==> src/rtl/atlf_pkg.sv <==
// Shared constants and the CORDIC angle table for the tilt level filter.
package atlf_pkg;

  localparam int unsigned CORDIC_STEPS = 16;
  localparam int unsigned TAB_LEN      = 24;
  localparam int unsigned TAB_IDX_W    = 5;
  localparam int unsigned TAB_FRAC     = 24;
  localparam int unsigned ANGLE_FRAC   = 8;
  localparam int unsigned ACC_W        = 34;
  localparam int unsigned ANGLE_W      = 17;
  localparam int unsigned AXIS_W       = 16;
  localparam int unsigned WEIGHT_W     = 9;
  localparam int unsigned DEG_W        = 7;
  localparam int unsigned COL_W        = 7;
  localparam int unsigned AXIS_SCALE   = 14;

  localparam logic [WEIGHT_W-1:0] WEIGHT_RESET = 9'd26;
  localparam logic [WEIGHT_W-1:0] WEIGHT_MAX   = 9'd256;

  localparam logic signed [ACC_W-1:0] ANG_180 = 34'sd180 <<< TAB_FRAC;
  localparam logic signed [ACC_W-1:0] ANG_LIM = 34'sd180 <<< ANGLE_FRAC;
  localparam logic signed [ANGLE_W-1:0] LIM45 = 17'sd45 <<< ANGLE_FRAC;

  localparam logic [DEG_W-1:0] DEG_OFFSET = 7'd45;
  localparam logic [13:0]      COL_SCALE  = 14'd127;
  localparam logic [23:0]      COL_RECIP  = 24'd728;
  localparam int unsigned      COL_SHIFT  = 16;
  localparam logic [13:0]      COL_DIV    = 14'd90;

  localparam logic signed [ACC_W-1:0] ATAN_TAB [TAB_LEN] = '{
    34'sd754974720, 34'sd445687602, 34'sd235489088, 34'sd119537938,
    34'sd60000934,  34'sd30029717,  34'sd15018523,  34'sd7509720,
    34'sd3754917,   34'sd1877466,   34'sd938734,    34'sd469367,
    34'sd234684,    34'sd117342,    34'sd58671,     34'sd29335,
    34'sd14668,     34'sd7334,      34'sd3667,      34'sd1833,
    34'sd917,       34'sd458,       34'sd229,       34'sd115
  };

endpackage

==> src/rtl/atlf_cordic.sv <==
// Iterative vectoring CORDIC that turns an (x, z) sample into a Q8.8 angle.
module atlf_cordic #(
  parameter int unsigned CORDIC_STEPS = atlf_pkg::CORDIC_STEPS
) (
  input  logic                                  clk_i,
  input  logic                                  rst_ni,
  input  logic                                  start_i,
  input  logic signed [atlf_pkg::AXIS_W-1:0]    accel_x_i,
  input  logic signed [atlf_pkg::AXIS_W-1:0]    accel_z_i,
  output logic                                  done_o,
  output logic signed [atlf_pkg::ANGLE_W-1:0]   angle_o
);

  localparam int unsigned Steps = (CORDIC_STEPS > atlf_pkg::TAB_LEN) ?
                                  atlf_pkg::TAB_LEN : CORDIC_STEPS;
  localparam int unsigned CntW = $clog2(Steps);
  localparam int unsigned RndShift = atlf_pkg::TAB_FRAC - atlf_pkg::ANGLE_FRAC;
  localparam logic signed [atlf_pkg::ACC_W-1:0] RndHalf =
    34'sd1 <<< (RndShift - 1);
  localparam logic [CntW-1:0] CntLast = CntW'(Steps - 1);

  typedef enum logic [1:0] {S_IDLE, S_ROT, S_RND} state_e;

  state_e                             state_q;
  logic [CntW-1:0]                    cnt_q;
  logic signed [atlf_pkg::ACC_W-1:0]  u_q, v_q, ang_q;
  logic                               zero_q;
  logic                               done_q;
  logic signed [atlf_pkg::ANGLE_W-1:0] angle_q;

  logic signed [atlf_pkg::ACC_W-1:0]  x_sh, z_sh;
  logic signed [atlf_pkg::ACC_W-1:0]  du, dv, tab;
  logic signed [atlf_pkg::ACC_W-1:0]  u_d, v_d, ang_d;
  logic signed [atlf_pkg::ACC_W-1:0]  rnd, rsh, rsat;

  assign x_sh = atlf_pkg::ACC_W'(accel_x_i) <<< atlf_pkg::AXIS_SCALE;
  assign z_sh = atlf_pkg::ACC_W'(accel_z_i) <<< atlf_pkg::AXIS_SCALE;

  always_comb begin
    du  = v_q >>> cnt_q;
    dv  = u_q >>> cnt_q;
    tab = atlf_pkg::ATAN_TAB[atlf_pkg::TAB_IDX_W'(cnt_q)];
    if (!v_q[atlf_pkg::ACC_W-1]) begin
      u_d   = u_q + du;
      v_d   = v_q - dv;
      ang_d = ang_q + tab;
    end else begin
      u_d   = u_q - du;
      v_d   = v_q + dv;
      ang_d = ang_q - tab;
    end
  end

  always_comb begin
    rnd = ang_q + RndHalf;
    rsh = rnd >>> RndShift;
    if (rsh > atlf_pkg::ANG_LIM) begin
      rsat = atlf_pkg::ANG_LIM;
    end else if (rsh < -atlf_pkg::ANG_LIM) begin
      rsat = -atlf_pkg::ANG_LIM;
    end else begin
      rsat = rsh;
    end
  end

  always_ff @(posedge clk_i or negedge rst_ni) begin
    if (!rst_ni) begin
      state_q <= S_IDLE;
      done_q  <= 1'b0;
    end else begin
      done_q <= 1'b0;
      case (state_q)
        S_IDLE: begin
          if (start_i) begin
            cnt_q  <= '0;
            zero_q <= (accel_x_i == '0) && (accel_z_i == '0);
            if (accel_z_i[atlf_pkg::AXIS_W-1]) begin
              u_q   <= -z_sh;
              v_q   <= -x_sh;
              ang_q <= accel_x_i[atlf_pkg::AXIS_W-1] ? -atlf_pkg::ANG_180
                                                     : atlf_pkg::ANG_180;
            end else begin
              u_q   <= z_sh;
              v_q   <= x_sh;
              ang_q <= '0;
            end
            state_q <= S_ROT;
          end
        end
        S_ROT: begin
          u_q   <= u_d;
          v_q   <= v_d;
          ang_q <= ang_d;
          cnt_q <= cnt_q + 1'b1;
          if (cnt_q == CntLast) begin
            state_q <= S_RND;
          end
        end
        S_RND: begin
          angle_q <= zero_q ? '0 : atlf_pkg::ANGLE_W'(rsat);
          done_q  <= 1'b1;
          state_q <= S_IDLE;
        end
        default: begin
          state_q <= S_IDLE;
        end
      endcase
    end
  end

  assign done_o  = done_q;
  assign angle_o = angle_q;

endmodule

==> src/rtl/atlf_filter.sv <==
// One-pole angle smoother with clamp, whole-degree truncation and column map.
module atlf_filter (
  input  logic                                  clk_i,
  input  logic                                  rst_ni,
  input  logic                                  start_i,
  input  logic signed [atlf_pkg::ANGLE_W-1:0]   raw_i,
  input  logic [atlf_pkg::WEIGHT_W-1:0]         weight_i,
  output logic                                  done_o,
  output logic signed [atlf_pkg::ANGLE_W-1:0]   smoothed_o,
  output logic signed [atlf_pkg::DEG_W-1:0]     degrees_o,
  output logic [atlf_pkg::COL_W-1:0]            column_o
);

  typedef enum logic [2:0] {S_IDLE, S_MUL, S_ACC, S_DEG, S_COL, S_FIX} state_e;

  state_e                               state_q;
  logic                                 done_q;
  logic signed [atlf_pkg::ANGLE_W-1:0]  raw_q;
  logic [atlf_pkg::WEIGHT_W-1:0]        w_q;
  logic signed [27:0]                   prod_q;
  logic signed [atlf_pkg::ANGLE_W-1:0]  filt_q;
  logic signed [atlf_pkg::DEG_W-1:0]    deg_q;
  logic [13:0]                          p_q;
  logic [atlf_pkg::COL_W-1:0]           q0_q;
  logic [atlf_pkg::COL_W-1:0]           col_q;

  logic signed [17:0]                   diff;
  logic signed [27:0]                   prod;
  logic signed [19:0]                   acc;
  logic signed [atlf_pkg::ANGLE_W-1:0]  clamp;
  logic [atlf_pkg::ANGLE_W-1:0]         mag;
  logic [atlf_pkg::DEG_W-1:0]           dmag;
  logic signed [atlf_pkg::DEG_W-1:0]    deg;
  logic [atlf_pkg::DEG_W-1:0]           n;
  logic [23:0]                          q0_full;
  logic [13:0]                          rem;

  assign diff = 18'(raw_q) - 18'(filt_q);
  assign prod = 28'(diff) * 28'($signed({1'b0, w_q}));
  assign acc  = 20'(filt_q) + 20'(prod_q >>> 8);

  always_comb begin
    if (filt_q > atlf_pkg::LIM45) begin
      clamp = atlf_pkg::LIM45;
    end else if (filt_q < -atlf_pkg::LIM45) begin
      clamp = -atlf_pkg::LIM45;
    end else begin
      clamp = filt_q;
    end
    mag  = clamp[atlf_pkg::ANGLE_W-1] ? atlf_pkg::ANGLE_W'(-clamp)
                                      : atlf_pkg::ANGLE_W'(clamp);
    dmag = atlf_pkg::DEG_W'(mag >> atlf_pkg::ANGLE_FRAC);
    deg  = clamp[atlf_pkg::ANGLE_W-1] ? atlf_pkg::DEG_W'(-dmag)
                                      : atlf_pkg::DEG_W'(dmag);
    n    = atlf_pkg::DEG_W'(deg) + atlf_pkg::DEG_OFFSET;
  end

  assign q0_full = (24'(p_q) * atlf_pkg::COL_RECIP) >> atlf_pkg::COL_SHIFT;
  assign rem     = p_q - 14'(14'(q0_q) * atlf_pkg::COL_DIV);

  always_ff @(posedge clk_i or negedge rst_ni) begin
    if (!rst_ni) begin
      state_q <= S_IDLE;
      done_q  <= 1'b0;
      filt_q  <= '0;
    end else begin
      done_q <= 1'b0;
      case (state_q)
        S_IDLE: begin
          if (start_i) begin
            raw_q   <= raw_i;
            w_q     <= (weight_i > atlf_pkg::WEIGHT_MAX) ? atlf_pkg::WEIGHT_MAX
                                                         : weight_i;
            state_q <= S_MUL;
          end
        end
        S_MUL: begin
          prod_q  <= prod;
          state_q <= S_ACC;
        end
        S_ACC: begin
          filt_q  <= atlf_pkg::ANGLE_W'(acc);
          state_q <= S_DEG;
        end
        S_DEG: begin
          deg_q   <= deg;
          p_q     <= 14'(n) * atlf_pkg::COL_SCALE;
          state_q <= S_COL;
        end
        S_COL: begin
          q0_q    <= atlf_pkg::COL_W'(q0_full);
          state_q <= S_FIX;
        end
        S_FIX: begin
          col_q   <= (rem >= atlf_pkg::COL_DIV) ? q0_q + 1'b1 : q0_q;
          done_q  <= 1'b1;
          state_q <= S_IDLE;
        end
        default: begin
          state_q <= S_IDLE;
        end
      endcase
    end
  end

  assign done_o     = done_q;
  assign smoothed_o = filt_q;
  assign degrees_o  = deg_q;
  assign column_o   = col_q;

endmodule

==> src/rtl/accel_tilt_level_filter.sv <==
// Top level of the tilt level filter: handshake, weight register, output register.
//
//   channel | signals                                  | dir | accepted when
//   in      | in_valid_i, in_ready_o, accel_x_i/z_i    | in  | in_valid_i & in_ready_o
//   out     | out_valid_o, out_ready_i, 4 result ports | out | out_valid_o & out_ready_i
//   cfg     | cfg_we_i, cfg_wdata_i                    | in  | cfg_we_i
//
// Each item runs through the CORDIC loop with one rotation per cycle, and then
// through five filter and column steps.
// Reset clears the smoothed angle to zero and the weight to 26.
// in_ready_o is high only while no item is in work; a finished item waits in
// the output register, and the next item may be taken while it waits.
module accel_tilt_level_filter #(
  parameter int unsigned CORDIC_STEPS = atlf_pkg::CORDIC_STEPS
) (
  input  logic                                  clk_i,
  input  logic                                  rst_ni,
  input  logic                                  in_valid_i,
  output logic                                  in_ready_o,
  input  logic signed [atlf_pkg::AXIS_W-1:0]    accel_x_i,
  input  logic signed [atlf_pkg::AXIS_W-1:0]    accel_z_i,
  output logic                                  out_valid_o,
  input  logic                                  out_ready_i,
  output logic signed [atlf_pkg::ANGLE_W-1:0]   raw_angle_o,
  output logic signed [atlf_pkg::ANGLE_W-1:0]   smoothed_angle_o,
  output logic signed [atlf_pkg::DEG_W-1:0]     clamped_degrees_o,
  output logic [atlf_pkg::COL_W-1:0]            bubble_column_o,
  input  logic                                  cfg_we_i,
  input  logic [atlf_pkg::WEIGHT_W-1:0]         cfg_wdata_i
);

  typedef enum logic [1:0] {S_IDLE, S_CORD, S_FILT, S_PUSH} state_e;

  state_e                               state_q;
  logic [atlf_pkg::WEIGHT_W-1:0]        weight_q;
  logic                                 out_valid_q;
  logic signed [atlf_pkg::ANGLE_W-1:0]  raw_q, smooth_q;
  logic signed [atlf_pkg::DEG_W-1:0]    deg_q;
  logic [atlf_pkg::COL_W-1:0]           col_q;

  logic                                 in_fire;
  logic                                 cord_done;
  logic signed [atlf_pkg::ANGLE_W-1:0]  cord_angle;
  logic                                 filt_start;
  logic                                 filt_done;
  logic signed [atlf_pkg::ANGLE_W-1:0]  filt_smooth;
  logic signed [atlf_pkg::DEG_W-1:0]    filt_deg;
  logic [atlf_pkg::COL_W-1:0]           filt_col;
  logic                                 slot_free;

  assign in_ready_o = (state_q == S_IDLE);
  assign in_fire    = in_valid_i && in_ready_o;
  assign filt_start = (state_q == S_CORD) && cord_done;
  assign slot_free  = !out_valid_q || out_ready_i;

  atlf_cordic #(
    .CORDIC_STEPS(CORDIC_STEPS)
  ) u_cordic (
    .clk_i    (clk_i),
    .rst_ni   (rst_ni),
    .start_i  (in_fire),
    .accel_x_i(accel_x_i),
    .accel_z_i(accel_z_i),
    .done_o   (cord_done),
    .angle_o  (cord_angle)
  );

  atlf_filter u_filter (
    .clk_i     (clk_i),
    .rst_ni    (rst_ni),
    .start_i   (filt_start),
    .raw_i     (cord_angle),
    .weight_i  (weight_q),
    .done_o    (filt_done),
    .smoothed_o(filt_smooth),
    .degrees_o (filt_deg),
    .column_o  (filt_col)
  );

  always_ff @(posedge clk_i or negedge rst_ni) begin
    if (!rst_ni) begin
      state_q     <= S_IDLE;
      weight_q    <= atlf_pkg::WEIGHT_RESET;
      out_valid_q <= 1'b0;
    end else begin
      if (cfg_we_i) begin
        weight_q <= cfg_wdata_i;
      end
      if (out_valid_q && out_ready_i) begin
        out_valid_q <= 1'b0;
      end
      case (state_q)
        S_IDLE: begin
          if (in_fire) begin
            state_q <= S_CORD;
          end
        end
        S_CORD: begin
          if (cord_done) begin
            state_q <= S_FILT;
          end
        end
        S_FILT: begin
          if (filt_done) begin
            state_q <= S_PUSH;
          end
        end
        S_PUSH: begin
          if (slot_free) begin
            raw_q       <= cord_angle;
            smooth_q    <= filt_smooth;
            deg_q       <= filt_deg;
            col_q       <= filt_col;
            out_valid_q <= 1'b1;
            state_q     <= S_IDLE;
          end
        end
        default: begin
          state_q <= S_IDLE;
        end
      endcase
    end
  end

  assign out_valid_o       = out_valid_q;
  assign raw_angle_o       = raw_q;
  assign smoothed_angle_o  = smooth_q;
  assign clamped_degrees_o = deg_q;
  assign bubble_column_o   = col_q;

endmodule

==> config.mk <==
export PLATFORM = sky130hd
export DESIGN_NAME = accel_tilt_level_filter
export DESIGN_NICKNAME = d
export VERILOG_FILES = /design/src/rtl/atlf_pkg.sv /design/src/rtl/atlf_cordic.sv /design/src/rtl/atlf_filter.sv /design/src/rtl/accel_tilt_level_filter.sv
export SDC_FILE = /design/constraint.sdc
export NUM_CORES = 2
export LEC_CHECK = 0
export BUFFER_PORTS_ARGS = -buffer_cell sky130_fd_sc_hd__buf_4
export CORE_ASPECT_RATIO = 2
export CORE_MARGIN = 3
export CORE_UTILIZATION = 50
export CTS_BUF_LIST = sky130_fd_sc_hd__clkbuf_2
export DETAILED_ROUTE_END_ITERATION = 16
export GPL_ROUTABILITY_DRIVEN = 0
export PLACE_DENSITY = 0.72
export SYNTH_ARGS = -nofsm -noshare
export SYNTH_HDL_FRONTEND = slang
export SYNTH_HIERARCHICAL = 1
export SYNTH_SLANG_ARGS = --single-unit
==> constraint.sdc <==
create_clock -name clk_i -period 10.8 [get_ports clk_i]
set_input_delay 0 -clock clk_i [delete_from_list [all_inputs] [get_ports clk_i]]
set_output_delay 0 -clock clk_i [all_outputs]
set_load 0.03 [all_outputs]
======== After elaboration in Yosys (flattened, before gate mapping) ========
Memories as Yosys holds them, arrays and structs flattened.
Cells that the tools add are included.
word-level totals
  register bits after elaboration ......... 294
  memory bits (read-only) ................. 1088
  input bits .............................. 46
  output and inout port bits .............. 50
  logic and storage cells ................. 140
  memories ................................ 1
operators by class
  add/subtract/negate cells ............... 17
  multiply operators ...................... 4
  magnitude comparators ................... 7
  eq/ne operators ......................... 18
  shift operators ......................... 2
  muxes and demuxes ....................... 38
  bitwise logic cells ..................... 1
  reductions and logical operators ........ 25
memory list
  name              depth  bits a word  rd ports  clocked after memory_dff  wr ports  RTL line           RTL
  (name not given)  32     34           1         0                         0         atlf_cordic.sv:42  tab = atlf_pkg::ATAN_TAB[atlf_pkg::TAB_IDX_W'(cnt_q)];
operators with widths
  operator                                                                               number
  34-bit two-way mux                                                                     12
  34-bit one-hot mux with 2 select lines                                                 3
  34-bit adder                                                                           3
  34-bit subtractor                                                                      3
  30-bit negator with 34-bit output                                                      2
  34-bit by 4-bit >>> shifter with 34-bit output                                         2
  17-bit two-way mux                                                                     3
  34-bit by 17-bit adder with 34-bit output (second input constant)                      1
  16-bit logical NOT                                                                     2
  18-bit by 10-bit multiplier with 25-bit output                                         1
  14-bit by 7-bit multiplier with 20-bit output (second input constant)                  1
  18-bit by 17-bit > comparator with 1-bit output (second input constant)                1
  18-bit by 17-bit less-than comparator with 1-bit output (second input constant)        1
  17-bit by 17-bit subtractor with 18-bit output                                         1
  17-bit adder                                                                           1
  17-bit by 15-bit > comparator with 1-bit output (second input constant)                1
  17-bit by 15-bit less-than comparator with 1-bit output (second input constant)        1
  16-bit two-way mux                                                                     1
  15-bit two-way mux                                                                     1
  15-bit negator                                                                         1
  3-bit one-hot mux with 5 select lines                                                  1
  14-bit by 7-bit greater-or-equal comparator with 1-bit output (second input constant)  1
  7-bit by 7-bit multiplier with 14-bit output (second input constant)                   1
  7-bit two-way mux                                                                      2
  other kinds (35)                                                                       65

======== Logic depth before layout (Yosys ltp) ========
  depth in word-level cells ............... 9
  mapped depth ............................ 34
  depth with buffers taken out ............ 31

======== Cells and area by module ========
Netlist, hierarchy kept.
by module, submodules not included
  module                   times used  cells an instance  area each (µm²)
  atlf_cordic              1           2050               17411.7
  atlf_filter              1           1495               14549.0
  accel_tilt_level_filter  1           90                 2042.0

======== Worst setup path before layout ========
OpenSTA, ideal clock, no wires.
  path kind ............................... register -> register
  start point ............................. reg state_q[0] (netlist name)
  end point ............................... reg u_cordic/ang_q[0] in the netlist's numbering (enable)
  library setup time ...................... 0.722 ns
  arrival ................................. 8.808 ns
  slack ................................... 1.270 ns
  cell stages (with the launch flop) ...... 6
  period minus slack after synthesis ...... 9.530 ns
  cell sequence ........................... dfrtp_1 inv_1 ha_1 and2_2 nor2_1 nor3b_1
RTL lines
  element               RTL line           RTL
  end signal, assigned  atlf_cordic.sv:80  ang_q <= accel_x_i[atlf_pkg::AXIS_W-1] ? -atlf_pkg::ANG_180
  end signal, assigned  atlf_cordic.sv:93  ang_q <= ang_d;
  end, declared         atlf_cordic.sv:26  logic signed [atlf_pkg::ACC_W-1:0] u_q, v_q, ang_q;

======== Worst setup path in the final report ========
  start point ............................. reg u_filter.filt_q (netlist bit u_filter/smoothed_o[0])
  end point ............................... reg u_filter.p_q[13] (data pin)
on the way
  word-level cells in the longest chain between the ends .. 9
  elaborated cells on any way between the ends .. 10
  classes of those cells .................. add/sub: 3; mul: 1; order compare: 2; mux: 4
RTL lines
  element                                                  RTL line           RTL
  start, declared                                          atlf_filter.sv:21  logic signed [atlf_pkg::ANGLE_W-1:0] filt_q;
  start signal, assigned                                   atlf_filter.sv:82  filt_q <= atlf_pkg::ANGLE_W'(acc);
  17-bit by 15-bit less-than comparator with 1-bit output  atlf_filter.sv:45  end else if (filt_q < -atlf_pkg::LIM45) begin
  17-bit two-way mux                                       atlf_filter.sv:45
  17-bit two-way mux (*)                                   atlf_filter.sv:43  if (filt_q > atlf_pkg::LIM45) begin
  15-bit negator                                           atlf_filter.sv:50  mag = clamp[atlf_pkg::ANGLE_W-1] ? atlf_pkg::ANGLE_W'(-clamp)
  15-bit two-way mux                                       atlf_filter.sv:50
  7-bit negator                                            atlf_filter.sv:53  deg = clamp[atlf_pkg::ANGLE_W-1] ? atlf_pkg::DEG_W'(-dmag)
  7-bit two-way mux (*)                                    atlf_filter.sv:53
  7-bit by 6-bit adder with 7-bit output (*)               atlf_filter.sv:55  n = atlf_pkg::DEG_W'(deg) + atlf_pkg::DEG_OFFSET;
  named net u_filter.n, one bit                            atlf_filter.sv:34  logic [atlf_pkg::DEG_W-1:0] n;
  7-bit by 7-bit multiplier with 14-bit output (*)         atlf_filter.sv:87  p_q <= 14'(n) * atlf_pkg::COL_SCALE;
  end signal, assigned                                     atlf_filter.sv:87
  end, declared                                            atlf_filter.sv:23  logic [13:0] p_q;
The timed path passes the listed nets; every way through them passes the cells marked *.
A chain may end at the register's enable or synchronous reset.

==> summary.md <==
The tools report the CTS root buffer as sky130_fd_sc_hd__clkbuf_2. Summing all placed instances gives a cell area of 35,500 sq um. The logs give 2.38 ns for the worst setup slack for register-to-register paths and 50.7% for the starting density of the core. For this run, the top clock speed supported by timing is 119 MHz. In this run the power density over the cells is 59.8 nW/um^2. The cell with the biggest individual delay on the critical path is sky130_fd_sc_hd__nor4_1. After synthesis, flip-flops and latches occupy 24.7% of the total area. Setup violations remaining at the end of the flow were counted as 0. The number of nets in the synthesized netlist is 4,185. Utilization of the core after routing: 56.2%. Setup repair after global routing left no endpoint under its margin.

The number of DRC markers in iteration 0 came out at 1,919. The tools report the critical path startpoint category as a flip-flop. After clock tree synthesis, the clock-pin slew on the worst setup and hold paths is 0.13 ns. TritonCTS built the clock tree. For hold timing, the worst endpoint is u_cordic/u_q[15].

The row count is 134. The min-delay analysis places its worst path in the category primary input to flip-flop. For this run, the post-layout net count is 4,385.

The number of antenna violations at the first check in global routing was 3; the leakage power figure was 0.0166 uW. Along the worst path, the maximum fanout reaches 9. Capturing point of the worst reg2reg path: u_filter/p_q[13].

The cell depth of the worst min-delay path was 6. The total negative slack for setup checks is 0 ns. The commonest register cell after synthesis was sky130_fd_sc_hd__edfxtp_1. The critical path in this run is classified as flip-flop to flip-flop. STA puts the critical path data arrival time at 9.28 ns. Counting I/O delays and the setup requirement, the final critical path takes 8.42 ns. The final max-slew violation count was 0; the number of buffers inserted to repair setup after CTS was 0.

The leftover overflow at the end of global routing was 0. Number of enable-type register cells in the synthesized netlist: 250. The final layout contains routed wiring with a total length of 102,000 um. From synthesis to final layout, the design area changed by 10.8%. The number of library cell types mapped by synthesis is 118. Cell family with the largest share of critical-path delay: adder cells. 96 I/O pins were placed. Worst flop-to-flop path startpoint: u_filter/smoothed_o[0]. The cell area that synthesis handed to floorplanning was 34,000 sq um. The run gives 30.4k as the number of global-route vias before repair. The number of buffers and inverters on the critical path is 3.

The run finished with clean final reports. The largest single stage delay on the critical path is 1.03 ns. CTS built an H-tree with a depth of 3. The fraction of final layout cells with drive strength greater than 1 was 10.8%; the remaining number of nets flagged by the antenna check after routing was 0.

The number of remaining DRC errors is 0, and the post-DP HPWL is 76,300 um. Counting flops and latches in the post-synthesis netlist gives 286. A synthesized cell averages 9.35 sq um.

The horizontal die dimension was 190 um. The worst-case IR drop observed on VDD is 0.0691 mV. Among the stages of the critical path, the cell type that occurs most often is sky130_fd_sc_hd__ha_1. Using the TritonRoute via totals, the vias-per-cell ratio works out to 6.02. The cell count of the worst reg-to-reg path came out at 27. Kind of capture point of the worst setup path: a flip-flop. Number of buffers inserted by port buffering: 95. In this run the vertical extent of the chip is 375 um. For the wire length of the first global-routing pass, the log shows 158,000 um. The worst pin sits at a relative slew slack of 19.1%. The fraction of registers with async set or reset after synthesis is 12.6%, and the number of buffers on the longest clock path is 3. The wire length per cell after detailed routing is 21.3 um. The floorplan step defined a die boundary enclosing 71,400 sq um. The final route contains 28.8k vias.

The run gives 1.18 ns as the clock latency at the later pin of the worst-skew pair. The number of buffers added by the clock tree synthesis step was 71; the post-route fraction of the period consumed by the critical path was 78.0%. The final instance area is 37,700 sq um. The count of clock tree sinks is 286. The tools report the launch instance of the worst min-delay path as accel_z_i[0]. The run gives 0.110 ns as the worst setup skew after layout. For the count of final hold-check violations, the log shows 0. Data on the critical path is required at its endpoint by 11.66 ns. The placeable core region came out at 67,100 sq um.

The tool flagged a number of max-cap violations equal to 0. The Yosys step of the flow raised 6 warnings. For the first-pass detailed-route iteration total, the log shows 7. Synthesis handed over a netlist of 3,635 instances. The actual transition at the worst max-transition pin is 1.20 ns, and the pin count of the biggest net entering global routing is 114. The run gives 28.5% as the global-route usage over all layers.
-- synth_stat cells (all sizes together) (26+ instances only) --
cell	instances	share of area, %
buf	60	1.0
ha	325	12
xnor2	201	5.2
a31oi	37	0.68
nand2	277	3.1
a211oi	35	0.79
dfrtp	33	2.4
mux2i	73	2.2
mux2	59	2.0
mux4	59	3.9
and2	117	2.2
o31ai	28	0.62
o22ai	26	0.50
clkbuf	75	0.83
nor2b	64	1.2
o21a	37	0.82
fa	179	11
xor2	113	2.9
nand2b	54	1.0
edfxtp	250	22
nand3	45	0.71
o21ai	165	2.4
nor3	65	0.99
nor2	280	3.1
a21oi	234	3.5
a21o	74	1.6
inv	350	3.9
and3	28	0.52
-- flip-flops by register name, summed over array words and instances, names as in the netlist, 9 cells and up --
register and flops:
u_filter/prod_q 17, u_cordic/angle_o 17, u_filter/w_q 9, smoothed_angle_o 17, weight_q 9, u_filter/p_q 14
u_filter/smoothed_o 17, u_cordic/v_q 34, u_cordic/ang_q 34, u_filter/raw_q 17, raw_angle_o 17, u_cordic/u_q 34
-- metal layers --
metal  part of all wire, %  vias to the layer above  track usage [%]
li1                      -                    13400                -
met1                    31                    13800             25.8
met2                    54                     1129             53.6
met3                   6.2                      511             6.08
met4                   9.3                        0             22.3
met5                     0                        -                0
-- per-stage QoR --
stage	power, uW	hold WS, ns	cells	setup WS, ns
floorplan	1250	-0.296	3635	1.27
global placement	1290	0.0553	4509	2.70
detailed placement	1290	0.0562	4509	2.48
CTS	2280	0.00552	4777	2.43
global route	2340	0.0789	4780	1.89
finish	2250	0.110	4780	2.38
-- kinds of logic (layout without fill, tap and decap cells) --
kind of cell             count (synthesis)  count (layout)  synth area share [%]
XOR/XNOR                               315             315                  8.22
adder cells (fa/ha/maj)                505             505                  22.5
multiplexers                           191             191                  8.10
AO/OA/AOI/OAI                          813             813                  15.6
flip-flops                             286             286                  24.7
other                                    0               3                     0
AND/OR/NAND/NOR                       1039            1039                  15.0
buffers and inverters                  486             744                  5.73
-- cell type report --
type,count,area (sq um)
Fill cell,6045,29400
Antenna cell,3,7.51
Inverter,351,1320
Clock inverter,41,377
Multi-Input combinational cell,2863,23700
Sequential cell,286,8410
Timing Repair Buffer,262,2340
Clock buffer,90,450
Tap cell,884,1110
-- timing repair --
action	in CTS	in global routing
hold endpoints to repair	270	0
hold buffers	137	0
gates resized for setup	0	0
-- worst min-delay path, cell delays in order --
cell,delay [ns]
sky130_fd_sc_hd__dlygate4sd3_1,0.53
sky130_fd_sc_hd__buf_4,0.14
sky130_fd_sc_hd__inv_1,0.05
sky130_fd_sc_hd__ha_1,0.12
sky130_fd_sc_hd__mux2i_1,0.12
sky130_fd_sc_hd__o21ai_0,0.16
-- cell usage in the layout, fill, tap and decap left out, types with 18 or more instances in the layout --
| cell type | instances |
|---|---|
| sky130_fd_sc_hd__a211oi_1 | 34 |
| sky130_fd_sc_hd__a21o_1 | 72 |
| sky130_fd_sc_hd__a21oi_1 | 232 |
| sky130_fd_sc_hd__a31oi_1 | 37 |
| sky130_fd_sc_hd__and2_1 | 115 |
| sky130_fd_sc_hd__and3_1 | 27 |
| sky130_fd_sc_hd__buf_4 | 124 |
| sky130_fd_sc_hd__clkbuf_2 | 90 |
| sky130_fd_sc_hd__dfrtp_1 | 33 |
| sky130_fd_sc_hd__dlygate4sd3_1 | 136 |
| sky130_fd_sc_hd__edfxtp_1 | 250 |
| sky130_fd_sc_hd__fa_1 | 179 |
| sky130_fd_sc_hd__ha_1 | 325 |
| sky130_fd_sc_hd__inv_1 | 349 |
| sky130_fd_sc_hd__mux2_2 | 48 |
| sky130_fd_sc_hd__mux2i_1 | 72 |
| sky130_fd_sc_hd__mux4_2 | 58 |
| sky130_fd_sc_hd__nand2_1 | 277 |
| sky130_fd_sc_hd__nand2b_1 | 51 |
| sky130_fd_sc_hd__nand3_1 | 43 |
| sky130_fd_sc_hd__nand4_1 | 25 |
| sky130_fd_sc_hd__nor2_1 | 278 |
| sky130_fd_sc_hd__nor2b_1 | 63 |
| sky130_fd_sc_hd__nor3_1 | 64 |
| sky130_fd_sc_hd__o211ai_1 | 18 |
| sky130_fd_sc_hd__o21a_1 | 37 |
| sky130_fd_sc_hd__o21ai_0 | 158 |
| sky130_fd_sc_hd__o21bai_1 | 23 |
| sky130_fd_sc_hd__o22ai_1 | 25 |
| sky130_fd_sc_hd__o31ai_1 | 28 |
| sky130_fd_sc_hd__xnor2_1 | 199 |
| sky130_fd_sc_hd__xor2_1 | 112 |
-- power by group --
group          total, uW  switching (uW)  internal (uW)  leakage [uW]
clock network        931             521            410      0.000561
logic                125            52.0           72.8        0.0130
registers           1200            2.49           1190       0.00306
total               2250             576           1680        0.0166
-- worst max-delay path by stage --
stage                                      start             endpoint  cells past startpoint
after floorplan                       state_q[0]    u_cordic/ang_q[0]                      5
after global placement    u_filter/smoothed_o[1]  u_filter/prod_q[21]                     24
after detailed placement  u_filter/smoothed_o[0]     u_filter/p_q[13]                     27
after CTS                 u_filter/smoothed_o[0]     u_filter/p_q[13]                     27
after global routing      u_filter/smoothed_o[1]  u_filter/prod_q[23]                     25
final                     u_filter/smoothed_o[0]     u_filter/p_q[13]                     27
Power figures use the tool's default switching activity.
